File: config.mk
export PLATFORM = sky130hd
export DESIGN_NAME = touch_bar_gesture_classifier
export DESIGN_NICKNAME = d
export VERILOG_FILES = /design/src/tbgc_pkg.sv /design/src/tbgc_lane.sv /design/src/tbgc_index.sv /design/src/tbgc_merge.sv /design/src/touch_bar_gesture_classifier.sv
export SDC_FILE = /design/constraint.sdc
export NUM_CORES = 1
export LEC_CHECK = 0
export BUFFER_PORTS_ARGS = -buffer_cell sky130_fd_sc_hd__buf_4
export CELL_PAD_IN_SITES_DETAIL_PLACEMENT = 1
export CELL_PAD_IN_SITES_GLOBAL_PLACEMENT = 2
export CORE_MARGIN = 2
export CORE_UTILIZATION = 40
export CTS_CLUSTER_SIZE = 25
export DETAILED_ROUTE_END_ITERATION = 8
export PLACE_DENSITY = 0.93
export REMOVE_ABC_BUFFERS = 1
export SLEW_MARGIN = 30
export SYNTH_ARGS = -nofsm -noshare
export SYNTH_HDL_FRONTEND = slang
export SYNTH_SLANG_ARGS = --single-unit
File: constraint.sdc
create_clock -name clk -period 18.3 [get_ports clk]
set_input_delay 1.83 -clock clk [delete_from_list [all_inputs] [get_ports clk]]
set_output_delay 1.83 -clock clk [all_outputs]
set_load 0.01 [all_outputs]
File: src/tbgc_pkg.sv
// shared types, codes and widths of the touch bar gesture classifier
package tbgc_pkg;

  localparam int NUM_CH    = 3;
  localparam int DEFL_W    = 16;
  localparam int IDX_W     = 8;
  localparam int CNT_W     = 9;
  localparam int DOM_W     = 8;
  localparam int KIND_W    = 3;
  localparam int ACT_W     = 3;
  localparam int ZONE_W    = 2;
  localparam int MAX_ITEMS = 256;

  localparam int IN_DATA_W  = 104;
  localparam int OUT_DATA_W = 48;

  // event kinds
  localparam logic [KIND_W-1:0] EV_NONE      = 3'd0;
  localparam logic [KIND_W-1:0] EV_SWIPE_NEG = 3'd1;
  localparam logic [KIND_W-1:0] EV_FLICK_NEG = 3'd2;
  localparam logic [KIND_W-1:0] EV_SWIPE_POS = 3'd3;
  localparam logic [KIND_W-1:0] EV_FLICK_POS = 3'd4;
  localparam logic [KIND_W-1:0] EV_TAP       = 3'd5;
  localparam logic [KIND_W-1:0] EV_HOLD      = 3'd6;

  // actions
  localparam logic [ACT_W-1:0] ACT_NONE        = 3'd0;
  localparam logic [ACT_W-1:0] ACT_ITEM        = 3'd1;
  localparam logic [ACT_W-1:0] ACT_TIMER       = 3'd2;
  localparam logic [ACT_W-1:0] ACT_HOLD_MIDDLE = 3'd3;
  localparam logic [ACT_W-1:0] ACT_HOLD_RIGHT  = 3'd4;
  localparam logic [ACT_W-1:0] ACT_HOLD_LEFT   = 3'd5;

  // zones
  localparam logic [ZONE_W-1:0] ZONE_LEFT   = 2'd0;
  localparam logic [ZONE_W-1:0] ZONE_MIDDLE = 2'd1;
  localparam logic [ZONE_W-1:0] ZONE_RIGHT  = 2'd2;
  localparam logic [ZONE_W-1:0] ZONE_NONE   = 2'd3;

  // configuration register indexes
  localparam logic CFG_ITEM_COUNT = 1'b0;
  localparam logic CFG_DOMINANCE  = 1'b1;

  typedef logic [DEFL_W-1:0] defl_t;
  typedef logic [NUM_CH-1:0][DEFL_W-1:0] defl_vec_t;

  typedef struct packed {
    logic adv1;
    logic adv2;
    logic adv3;
  } pipe_ctl_t;

endpackage

File: src/tbgc_lane.sv
// one channel lane: clamped deflection and touch flag, registered
module tbgc_lane (
  input  logic               clk,
  input  tbgc_pkg::pipe_ctl_t ctl,
  input  tbgc_pkg::defl_t    baseline,
  input  tbgc_pkg::defl_t    count,
  input  logic               touch,
  output tbgc_pkg::defl_t    defl_r,
  output logic               touch_r
);
  import tbgc_pkg::*;

  defl_t defl_nxt;

  always_comb begin
    defl_nxt = (baseline > count) ? defl_t'(baseline - count) : '0;
  end

  always_ff @(posedge clk) begin
    if (ctl.adv1) begin
      defl_r  <= defl_nxt;
      touch_r <= touch;
    end
  end

endmodule

File: src/tbgc_index.sv
// selected item state, wrap stepping and remainder pass after a count write
module tbgc_index (
  input  logic                       clk,
  input  logic                       rst_n,
  input  logic                       step_en,
  input  logic [tbgc_pkg::KIND_W-1:0] kind,
  input  logic                       start,
  input  logic [tbgc_pkg::CNT_W-1:0] count_raw,
  output logic [tbgc_pkg::IDX_W-1:0] idx_new,
  output logic                       rdy
);
  import tbgc_pkg::*;

  logic [IDX_W-1:0] sel_r;
  logic [IDX_W-1:0] red_r;
  logic [IDX_W-1:0] rem_r;
  logic [2:0]       bit_r;
  logic             busy_r;

  logic [CNT_W-1:0] n_eff;
  logic [CNT_W-1:0] inc;
  logic [CNT_W-1:0] n_m1;
  logic [IDX_W-1:0] up_val;
  logic [IDX_W-1:0] dn_val;
  logic             up;
  logic             dn;
  logic [CNT_W-1:0] rem_sh;
  logic [CNT_W-1:0] rem_nxt;

  always_comb begin
    priority if (count_raw == '0) n_eff = CNT_W'(1);
    else if (count_raw > CNT_W'(MAX_ITEMS)) n_eff = CNT_W'(MAX_ITEMS);
    else n_eff = count_raw;
  end

  always_comb begin
    up     = (kind == EV_SWIPE_POS) || (kind == EV_FLICK_POS);
    dn     = (kind == EV_SWIPE_NEG) || (kind == EV_FLICK_NEG);
    inc    = {1'b0, red_r} + CNT_W'(1);
    n_m1   = n_eff - CNT_W'(1);
    up_val = (inc == n_eff) ? '0 : inc[IDX_W-1:0];
    dn_val = (red_r == '0) ? n_m1[IDX_W-1:0] : red_r - IDX_W'(1);
    priority if (up) idx_new = up_val;
    else if (dn) idx_new = dn_val;
    else idx_new = sel_r;
  end

  // restoring remainder, one bit of the stored index per cycle
  always_comb begin
    rem_sh  = {rem_r, sel_r[bit_r]};
    rem_nxt = (rem_sh >= n_eff) ? rem_sh - n_eff : rem_sh;
  end

  assign rdy = !busy_r;

  always_ff @(posedge clk) begin
    if (!rst_n) begin
      sel_r  <= '0;
      red_r  <= '0;
      rem_r  <= '0;
      bit_r  <= '0;
      busy_r <= 1'b0;
    end else begin
      if (start) begin
        busy_r <= 1'b1;
        bit_r  <= 3'd7;
        rem_r  <= '0;
      end else if (busy_r) begin
        rem_r <= rem_nxt[IDX_W-1:0];
        bit_r <= bit_r - 3'd1;
        if (bit_r == 3'd0) begin
          busy_r <= 1'b0;
          red_r  <= rem_nxt[IDX_W-1:0];
        end
      end
      if (step_en && (up || dn)) begin
        sel_r <= idx_new;
        red_r <= idx_new;
      end
    end
  end

endmodule

File: src/tbgc_merge.sv
// merges the lanes: winner and runner-up, then the dominance ratio test
module tbgc_merge (
  input  logic                        clk,
  input  tbgc_pkg::pipe_ctl_t         ctl,
  input  tbgc_pkg::defl_vec_t         defl,
  input  logic [tbgc_pkg::NUM_CH-1:0] touched,
  input  logic                        hold,
  input  logic [tbgc_pkg::ACT_W-1:0]  act_in,
  input  logic [tbgc_pkg::IDX_W-1:0]  idx_in,
  input  logic [tbgc_pkg::DOM_W-1:0]  dominance,
  output logic [tbgc_pkg::ACT_W-1:0]  action_r,
  output logic [tbgc_pkg::IDX_W-1:0]  idx_r,
  output logic [tbgc_pkg::ZONE_W-1:0] zone_r,
  output tbgc_pkg::defl_t             wdef_r,
  output tbgc_pkg::defl_t             rdef_r,
  output logic                        dom_r
);
  import tbgc_pkg::*;

  localparam int PROD_W = DEFL_W + DOM_W;

  logic [ACT_W-1:0]  act2_r;
  logic [IDX_W-1:0]  idx2_r;
  logic [ZONE_W-1:0] zone2_r;
  defl_t             wdef2_r;
  defl_t             rdef2_r;

  logic [ZONE_W-1:0] zone_nxt;
  defl_t             wdef_nxt;
  defl_t             rdef_nxt;
  logic [PROD_W-1:0] lhs;
  logic [PROD_W-1:0] prod;
  logic              pass;
  logic [ACT_W-1:0]  act3_nxt;

  // winner: strictly larger touched deflection, lower channel keeps a tie
  always_comb begin
    zone_nxt = ZONE_NONE;
    wdef_nxt = '0;
    rdef_nxt = '0;
    if (hold) begin
      for (int i = 0; i < NUM_CH; i++) begin
        if (touched[i] && (defl[i] > wdef_nxt)) begin
          wdef_nxt = defl[i];
          zone_nxt = ZONE_W'(i);
        end
      end
      for (int i = 0; i < NUM_CH; i++) begin
        if ((zone_nxt != ZONE_W'(i)) && (defl[i] > rdef_nxt)) begin
          rdef_nxt = defl[i];
        end
      end
    end
  end

  always_ff @(posedge clk) begin
    if (ctl.adv2) begin
      act2_r  <= act_in;
      idx2_r  <= idx_in;
      zone2_r <= zone_nxt;
      wdef2_r <= wdef_nxt;
      rdef2_r <= rdef_nxt;
    end
  end

  always_comb begin
    lhs  = {{(PROD_W-DEFL_W-3){1'b0}}, wdef2_r, 3'b000};
    prod = rdef2_r * dominance;
    pass = (zone2_r != ZONE_NONE) && (lhs >= prod);
    act3_nxt = act2_r;
    if (pass) begin
      unique case (zone2_r)
        ZONE_LEFT:   act3_nxt = ACT_HOLD_LEFT;
        ZONE_MIDDLE: act3_nxt = ACT_HOLD_MIDDLE;
        ZONE_RIGHT:  act3_nxt = ACT_HOLD_RIGHT;
        default:     act3_nxt = act2_r;
      endcase
    end
  end

  always_ff @(posedge clk) begin
    if (ctl.adv3) begin
      action_r <= act3_nxt;
      idx_r    <= idx2_r;
      zone_r   <= zone2_r;
      wdef_r   <= wdef2_r;
      rdef_r   <= rdef2_r;
      dom_r    <= pass;
    end
  end

endmodule

File: src/touch_bar_gesture_classifier.sv
// touch bar gesture classifier top level
//
//   channel  | dir | handshake          | payload
//   ---------+-----+--------------------+------------------------------------
//   in       | in  | in_tvalid/tready   | tdata: channel counts, tuser: kind
//   out      | out | out_tvalid/tready  | tdata: index, zone, deflections
//   cfg      | in  | cfg_we             | cfg_addr, cfg_wdata
//
// one word per cycle unless the output stalls or a remainder pass runs; each
// word goes through lane deflection, winner merge, 16x8 dominance multiply, compare
// rst_n clears the stored index and all valid flags, sets item_count to 8 and dominance to 12
// a write to item_count starts a remainder pass on the stored index;
// no word is taken during it
// a stalled output holds the pipeline behind it; stages fill in while it waits
module touch_bar_gesture_classifier (
  input  logic                                clk,
  input  logic                                rst_n,
  input  logic                                in_tvalid,
  output logic                                in_tready,
  // baseline_a, baseline_b, baseline_c, count_a, count_b, count_c,
  // touch_a, touch_b, touch_c, zero pad
  input  logic [tbgc_pkg::IN_DATA_W-1:0]      in_tdata,
  // event_kind
  input  logic [tbgc_pkg::KIND_W-1:0]         in_tuser,
  output logic                                out_tvalid,
  input  logic                                out_tready,
  // item_index, winning_zone, winner_deflection, runner_up_deflection,
  // dominant, zero pad
  output logic [tbgc_pkg::OUT_DATA_W-1:0]     out_tdata,
  // action
  output logic [tbgc_pkg::ACT_W-1:0]          out_tuser,
  input  logic                                cfg_we,
  input  logic                                cfg_addr,
  input  logic [tbgc_pkg::CNT_W-1:0]          cfg_wdata
);
  import tbgc_pkg::*;

  logic [CNT_W-1:0] item_count_r;
  logic [DOM_W-1:0] dominance_r;

  logic v1_r;
  logic v2_r;
  logic v3_r;
  pipe_ctl_t ctl;

  logic             idx_rdy;
  logic [IDX_W-1:0] idx_new;
  logic             hold1_r;
  logic [ACT_W-1:0] act1_r;
  logic [IDX_W-1:0] idx1_r;
  logic [ACT_W-1:0] act_nxt;

  defl_t             base [NUM_CH];
  defl_t             cnt  [NUM_CH];
  logic [NUM_CH-1:0] touch;
  defl_vec_t         defl;
  logic [NUM_CH-1:0] touched;

  logic [ACT_W-1:0]  action;
  logic [IDX_W-1:0]  idx_out;
  logic [ZONE_W-1:0] zone;
  defl_t             wdef;
  defl_t             rdef;
  logic              dom;

  // pipeline control
  always_comb begin
    ctl.adv3  = v2_r && (!v3_r || out_tready);
    ctl.adv2  = v1_r && (!v2_r || ctl.adv3);
    in_tready = idx_rdy && (!v1_r || ctl.adv2);
    ctl.adv1  = in_tvalid && in_tready;
  end

  always_ff @(posedge clk) begin
    if (!rst_n) begin
      v1_r         <= 1'b0;
      v2_r         <= 1'b0;
      v3_r         <= 1'b0;
      item_count_r <= CNT_W'(8);
      dominance_r  <= DOM_W'(12);
    end else begin
      if (ctl.adv1) v1_r <= 1'b1;
      else if (ctl.adv2) v1_r <= 1'b0;
      if (ctl.adv2) v2_r <= 1'b1;
      else if (ctl.adv3) v2_r <= 1'b0;
      if (ctl.adv3) v3_r <= 1'b1;
      else if (out_tready) v3_r <= 1'b0;
      if (cfg_we) begin
        unique case (cfg_addr)
          CFG_ITEM_COUNT: item_count_r <= cfg_wdata;
          CFG_DOMINANCE:  dominance_r  <= cfg_wdata[DOM_W-1:0];
          default:        dominance_r  <= dominance_r;
        endcase
      end
    end
  end

  tbgc_index u_index (
    .clk       (clk),
    .rst_n     (rst_n),
    .step_en   (ctl.adv1),
    .kind      (in_tuser),
    .start     (cfg_we && (cfg_addr == CFG_ITEM_COUNT)),
    .count_raw (item_count_r),
    .idx_new   (idx_new),
    .rdy       (idx_rdy)
  );

  always_comb begin
    unique case (in_tuser)
      EV_SWIPE_NEG, EV_FLICK_NEG, EV_SWIPE_POS, EV_FLICK_POS: act_nxt = ACT_ITEM;
      EV_TAP:  act_nxt = ACT_TIMER;
      default: act_nxt = ACT_NONE;
    endcase
  end

  always_ff @(posedge clk) begin
    if (ctl.adv1) begin
      hold1_r <= (in_tuser == EV_HOLD);
      act1_r  <= act_nxt;
      idx1_r  <= idx_new;
    end
  end

  always_comb begin
    for (int i = 0; i < NUM_CH; i++) begin
      base[i]  = in_tdata[i*DEFL_W +: DEFL_W];
      cnt[i]   = in_tdata[(NUM_CH+i)*DEFL_W +: DEFL_W];
      touch[i] = in_tdata[2*NUM_CH*DEFL_W + i];
    end
  end

  for (genvar g = 0; g < NUM_CH; g++) begin : g_lane
    tbgc_lane u_lane (
      .clk      (clk),
      .ctl      (ctl),
      .baseline (base[g]),
      .count    (cnt[g]),
      .touch    (touch[g]),
      .defl_r   (defl[g]),
      .touch_r  (touched[g])
    );
  end

  tbgc_merge u_merge (
    .clk       (clk),
    .ctl       (ctl),
    .defl      (defl),
    .touched   (touched),
    .hold      (hold1_r),
    .act_in    (act1_r),
    .idx_in    (idx1_r),
    .dominance (dominance_r),
    .action_r  (action),
    .idx_r     (idx_out),
    .zone_r    (zone),
    .wdef_r    (wdef),
    .rdef_r    (rdef),
    .dom_r     (dom)
  );

  assign out_tvalid = v3_r;
  assign out_tuser  = action;
  assign out_tdata  = {5'b0, dom, rdef, wdef, zone, idx_out};

endmodule

==> results.toml, run 1 <==
[drt]
wl_met2_um = 25500
wire_per_inst_um = 19.5
wl_um = 51900
drt-pass1-iter-count = 6
viasPerCell = 5.60
drt-initial-drc-count = 851
met1_length_um = 23200
final_antenna_net_count = 0
highest_layer = "met4"
route.detailed.drc = 0
route.vias.total = 14900
wl_met3_um = 2150

[timing]
fin_crit_sh_pct = 60.1
fin_crit_ps = 11000
setup_viol = 0
final.setup.worst_slack_ps = 7300
max_slew_margin_pct = 42.4
final.setup.tns_ps = 0
tightest_slew_ps = 861
report.final.slew_viol_count = 0
finalHoldViolations = 0
max_freq_mhz = 90.9
finClkSkew_ps = 11.2
rsz0062_at_grt = "no"

[logic_synthesis]
synth-compound-area-share_pct = 15.4
avgSynthCellArea_um2 = 9.11
ys_ff_latch = 200
syn_area_mm2 = 0.0177
synthAdderAreaFrac_pct = 23.1
yosys.cell_types.count = 79
synth-edff-count = 152
yosys.area_share.simple_pct = 18.6
synth_mux_area_share_pct = 2.53
ys_seq_area_share_pct = 31.2
synth_top_family_by_area = "adder cells"
synthFlopType = "edfxtp_1"
yosys_warnings = 0
synthCells = 1941
async_flop_share_pct = 0
synth-xor-area-share_pct = 2.71

[setup_path]
crit_top_cell = "ha_1"
worstPathMaxFanout = 19
worst_setup_path_end_kind = "register"
cp.required_ps = 18620
crit_type = "register to register"
critPathTopFamily = "compound AO/OA/AOI/OAI gates"
max_stage_delay_ps = 660
cp_data_arrival_time_ps = 11320
path_buf_inv = 3
critical_path.startpoint_type = "register"
r2r_slack_ps = 7300
cp_slowest_cell = "o21ai_2"

[clock_tree]
clkTransAtPathRegs_ps = 70
root_buffer = "clkbuf_16"
clk_latency_ps = 470
cts_max_level = 4
clock_sinks = 200
cts_hold_buf = 0
ctsResizeCount = 0
clk_path_buf_depth = 2
cts_tree = "yes"
cts_setup_buffers = 0
cts_buffers = 17

[run_status]
status = "complete, no violations"

[worst_hold_path]
worstHoldPathType = "register to register"

[die]
dieArea_mm2 = 0.0459
die_x_um = 214
initial_core_util_pct = 40.3
coreArea_mm2 = 0.0439
io_pins = 175
die_y_um = 214
num_rows = 77

[global_route]
grt_antenna_before_repair = 0
grt_max_degree = 66
grt_pass1_wl_um = 82800
grt.overflow.total = 0
grt_pass1_vias = 15600
grt_usage_pct = 22.4

[placement]
place_inst = 2635
gp_congestion = 0.938
dp_hpwl_um = 41200
placed_cell_area_mm2 = 0.0195
dp_slack_ps = 7440
io_buffer_count = 164

[finish]
fin_cells = 2668
finalNetCount = 2459
final_common_cell = "nand2_1"
antenna_cells = 0
drive_gt1_share_pct = 12.3
final_cell_mix = "nand2_1 (237), inv_1 (215), ha_1 (186), buf_4 (174), edfxtp_1 (152)"
fillers = 5151
areaGrowthSynthToFinish_pct = 13.9
final_cell_area_mm2 = 0.0201

[flow_run]
maxCapViolCount = 0

[power]
power_density_mw_per_mm2 = 85.7
p_leak_uw = 0.00913
peakVddDrop_v = 0.0000766
==> per-layer routing <==
layer  up-vias  GRT usage, %
met3        70          2.54
met5         -             0
met4         0          6.62
met2       335          39.3
li1       7065             -
met1      7465          29.2
==> per-stage QoR <==
step,utilization [%],hold slack (ps),total power [µW]
after floorplan,-,400,1090
after global placement,44.3,403,1280
after detailed placement,44.4,407,1320
after CTS,45.8,426,1730
after global routing,45.9,431,1840
final,45.9,424,1730
==> layout make-up <==
class / instances / area (µm²) / area share (%)
Multi-Input combinational cell: 1452 / 11100 / 55.2
Clock inverter: 15 / 204 / 1.01
Timing Repair Buffer: 175 / 1320 / 6.54
Sequential cell: 200 / 5530 / 27.4
Tap cell: 592 / 741 / 3.68
Clock buffer: 17 / 425 / 2.11
Inverter: 217 / 815 / 4.04
==> cells in the mapped netlist (11+ instances only) <==
cell,number,area share (%)
clkbuf_1,63,1.3
fa_1,88,10
nand2_1,237,5.0
xnor2_1,25,1.2
mux2_2,17,1.1
inv_1,216,4.6
o21a_1,27,1.1
mux2i_1,21,1.2
xor2_1,27,1.3
o211ai_1,27,1.1
ha_1,186,13
o211a_1,18,1.0
a21boi_0,30,1.3
o21ai_0,60,1.7
a211oi_1,18,0.76
a31oi_1,12,0.42
nor3_1,66,1.9
nor3b_1,11,0.47
and2_1,62,2.2
and3_1,34,1.2
nor2b_1,22,0.78
nor2_1,112,2.4
a21oi_1,88,2.5
nand3_1,69,2.0
nand2b_1,14,0.50
dfxtp_1,48,5.4
edfxtp_1,152,26
nand4_1,19,0.67
a21o_1,38,1.6
nor4_1,12,0.42
==> kinds of logic (layout without fill, tap and decap cells) <==
family	count (synthesis)	in the layout
muxes	40	40
buffers and inverters	293	424
other	1	5
DFF	200	200
adders and majority gates	274	274
and+or+nand+nor	685	685
xor gates and xnor gates	53	53
AOI/OAI and AO/OA	395	395
==> path summary, 6_finish.rpt <==
check / depth (start not counted) / start / endpoint
worst min-delay path: 0 / idx1_r[6] / u_merge.idx2_r[6]
worst min register to register: 0 / idx1_r[6] / u_merge.idx2_r[6]
worst max register to register: 34 / g_lane[0].u_lane.touch_r / u_merge.rdef2_r[6]
worst max-delay path: 34 / g_lane[0].u_lane.touch_r / u_merge.rdef2_r[6]
==> power breakdown <==
part / total, µW / leakage, µW / internal [µW] / switching (µW)
combinational: 733 / 0.00697 / 300 / 433
sequential: 585 / 0.00186 / 534 / 50.3
clock: 409 / 0.000305 / 221 / 188
total: 1730 / 0.00913 / 1050 / 672
==> worst reg2reg max path, delay by kind of cell (launching register included) <==
kind | cells | cell delay (ps)
AOI/OAI and AO/OA | 17 | 5440
DFF | 1 | 520
muxes | 2 | 700
buffers and inverters | 3 | 570
adders and majority gates | 4 | 1150
and+or+nand+nor | 8 | 2430
==> sequential cells by signal, indices dropped and copies added (netlist names), 2 cells and up <==
| signal | cells |
|---|---|
| u_merge.idx2_r | 8 |
| u_merge.rdef2_r | 16 |
| g_lane.u_lane.defl_r | 48 |
| u_index.sel_r | 8 |
| u_merge.rdef_r | 16 |
| idx1_r | 8 |
| act1_r | 2 |
| u_index.bit_r | 3 |
| u_merge.zone2_r | 2 |
| u_merge.act2_r | 2 |
| u_merge.wdef_r | 16 |
| u_merge.idx_r | 8 |
| u_index.red_r | 8 |
| u_merge.wdef2_r | 16 |
| u_index.rem_r | 8 |
| u_merge.action_r | 3 |
| g_lane.u_lane.touch_r | 3 |
| dominance_r | 8 |
| u_merge.zone_r | 2 |
| item_count_r | 9 |
Power figures use the tool's default switching activity.
==> inputs of run 2 (changes only) <==
--- a/config.mk
+++ b/config.mk
@@ -5,14 +5,15 @@
 export SDC_FILE = /design/constraint.sdc
 export NUM_CORES = 1
 export LEC_CHECK = 0
+export ABC_AREA = 1
 export BUFFER_PORTS_ARGS = -buffer_cell sky130_fd_sc_hd__buf_4
 export CELL_PAD_IN_SITES_DETAIL_PLACEMENT = 1
 export CELL_PAD_IN_SITES_GLOBAL_PLACEMENT = 2
 export CORE_MARGIN = 2
-export CORE_UTILIZATION = 40
+export CORE_UTILIZATION = 33
 export CTS_CLUSTER_SIZE = 25
 export DETAILED_ROUTE_END_ITERATION = 8
-export PLACE_DENSITY = 0.93
+export PLACE_DENSITY = 0.86
 export REMOVE_ABC_BUFFERS = 1
 export SLEW_MARGIN = 30
 export SYNTH_ARGS = -nofsm -noshare
==> constraint.sdc (replaced) <==
create_clock -name clk -period 10 [get_ports clk]
set_input_delay 1 -clock clk [delete_from_list [all_inputs] [get_ports clk]]
set_output_delay 1 -clock clk [all_outputs]
set_load 0.01 [all_outputs]
==> run 2 against run 1 <==
- clock power up 70%
- register-to-register slack got worse by 5600 ps
- first-iteration DRC count decreased by 19%
- setup slack lost 5600 ps
- via count is 0.31% lower
- critical endpoint is now u_merge.rdef2_r[4]
==> results.toml, run 2 <==
[run_status]
status = "complete, no violations"

[timing]
finClkSkew_ps = 16.3
rsz0062_at_grt = "no"
final.setup.tns_ps = 0
setup_viol = 0
tightest_slew_ps = 898
max_slew_margin_pct = 39.9
fin_crit_ps = 8260
fin_crit_sh_pct = 82.6
finalHoldViolations = 0
max_freq_mhz = 121
report.final.slew_viol_count = 0

[flow_run]
maxCapViolCount = 0

[power]
power_density_mw_per_mm2 = 172
peakVddDrop_v = 0.000158
p_leak_uw = 0.0101

[drt]
final_antenna_net_count = 0
wl_um = 50000
viasPerCell = 4.88
route.detailed.drc = 0
highest_layer = "met4"
wl_met3_um = 1510
route.vias.total = 14900
met1_length_um = 23300
drt-pass1-iter-count = 4
drt-initial-drc-count = 690
wl_met2_um = 24200
wire_per_inst_um = 16.4

[logic_synthesis]
avgSynthCellArea_um2 = 7.95
async_flop_share_pct = 0
yosysTopAreaCell = "edfxtp_1"
ys_ff_latch = 200
yosys_warnings = 0
yosys.cell_types.count = 57
yosysMostFrequentCell = "nand2_1"
ys_seq_area_share_pct = 31.2
synthFlopType = "edfxtp_1"
synthTopCellsByCount = "nand2_1 (509), inv_1 (403), ha_1 (186), a21oi_1 (173), edfxtp_1 (152)"
synth-edff-count = 152
synthCells = 2225
syn_area_mm2 = 0.0177
yosys.area.top_type_share_pct = 25.8
synth_area_leaders = "edfxtp_1 (26%), ha_1 (13%), nand2_1 (11%)"

[die]
die_y_um = 236
dieArea_mm2 = 0.0555
die_x_um = 236
coreArea_mm2 = 0.0528
io_pins = 175
initial_core_util_pct = 33.5
num_rows = 84

[global_route]
grt_usage_pct = 18.5
grt_antenna_before_repair = 1
grt.overflow.total = 0
grt_pass1_wl_um = 82300
grt_pass1_vias = 15800
grt_max_degree = 64

[clock_tree]
cts_max_level = 4
cts_tree = "yes"
cts_hold_buf = 0
cts_buffers = 17
ctsResizeCount = 0
clk_path_buf_depth = 2
cts_setup_buffers = 0
root_buffer = "clkbuf_16"
clock_sinks = 200
clk_latency_ps = 500
clkTransAtPathRegs_ps = 80

[finish]
fillers = 6401
finalNetCount = 2744
largest-register = "g_lane.u_lane.defl_r"
final_common_cell = "nand2_1"
final_cell_area_mm2 = 0.0201
final_cell_mix = "nand2_1 (509), inv_1 (402), ha_1 (186), a21oi_1 (172), buf_4 (171)"
areaGrowthSynthToFinish_pct = 13.7
regArea_mm2 = 0.00553
fin_cells = 3050
multiInputGateArea_mm2 = 0.0103
largest_register_ffs = 48
drive_gt1_share_pct = 12.0

[setup_path]
critical_path.startpoint_type = "register"
cp_slowest_cell = "edfxtp_1"
reg2reg_to = "u_merge.rdef2_r[4]"
worst_setup_path_end_kind = "register"
startpoint = "g_lane[0].u_lane.defl_r[5]"
crit_top_cell = "nand2_1"
r2r_slack_ps = 1740
r2r_start = "g_lane[0].u_lane.defl_r[5]"
cp.required_ps = 10230
worst-r2r-cell-count = 42
max_stage_delay_ps = 510
worstPathMaxFanout = 29
cp_data_arrival_time_ps = 8500
crit_type = "register to register"
crit_path_end = "u_merge.rdef2_r[4]"

[placement]
placed_cell_area_mm2 = 0.0195
gp_congestion = 0.875
io_buffer_count = 164
place_inst = 3016
dp_hpwl_um = 41500

[worst_hold_path]
holdPathStages = 0
worstHoldPathType = "register to register"
[run 2: cell types whose count changed after synthesis, sizes merged, moves of 22 or more]
| cell | delta |
|---|---|
| nor2b | -22 |
| nor3 | -52 |
| o21a | -22 |
| and3 | -34 |
| nand3 | +22 |
| nand2 | +293 |
| and2 | -61 |
| inv | +197 |
| o21ai | +65 |
| nor2 | +44 |
| a21oi | +86 |
| a21o | -30 |
[run 2: routing by layer]
| layer | GRT usage [%] | vias to the layer above |
|---|---|---|
| met2 | 31.7 | 198 |
| met5 | 0 | - |
| li1 | - | 7423 |
| met4 | 5.56 | 0 |
| met3 | 2.97 | 52 |
| met1 | 23.9 | 7215 |
[run 2: power by group]
part           internal (µW)  switching [µW]  total (µW)
clock network            333             363         697
logic                    647            1050        1700
registers                978            91.1        1070
[run 2: kinds of logic after synthesis]
| logic type | count (synthesis) | share of synthesized area [%] |
|---|---|---|
| buffers and inverters | 486 | 10.8 |
| adders and majority gates | 274 | 23.1 |
| other | 1 | 0.0212 |
| and+or+nand+nor | 849 | 20.9 |
| DFF | 200 | 31.2 |
| AOI/OAI and AO/OA | 369 | 11.7 |
| xor gates and xnor gates | 46 | 2.32 |
[run 2: critical path, delay by kind of cell, from the launching register on]
kind	cells	cell delay (ps)
buffers and inverters	5	1130
adder cells (fa/ha/maj)	4	1150
AND/OR/NAND/NOR	24	3960
AO/OA/AOI/OAI	9	1250
flip-flops	1	510
[run 2: area by class of cell]
type	instances	share of cell area (%)
multi-input combinational	1543	51.2
sequential	200	27.5
inverter	414	7.72
clock inverter	14	0.734
tap	688	4.28
timing repair buffer	172	6.44
clock buffer	18	2.13
antenna	1	0.0124
[run 2: stage by stage]
stage / hold WS [ps] / worst slack (ps) / power (µW) / utilization (%)
after detailed placement: 407 / 1780 / 2790 / 37.0
after global placement: 401 / 2040 / 2720 / 37.0
after global routing: 436 / 974 / 3790 / 38.1
after CTS: 427 / 1760 / 3510 / 38.1
after floorplan: 400 / 1950 / 2280 / -
final: 425 / 1740 / 3470 / 38.1
[run 2: worst min path at each step]
stage / start / slack, ps / end
3_5_place_dp: idx1_r[6] / 410 / u_merge.idx2_r[6]
6_report: u_merge.idx2_r[4] / 430 / u_merge.idx_r[4]
4_1_cts: idx1_r[6] / 430 / u_merge.idx2_r[6]
5_1_grt: idx1_r[3] / 440 / u_merge.idx2_r[3]
3_3_place_gp: idx1_r[7] / 400 / u_merge.idx2_r[7]
2_1_floorplan: act1_r[0] / 400 / u_merge.act2_r[0]
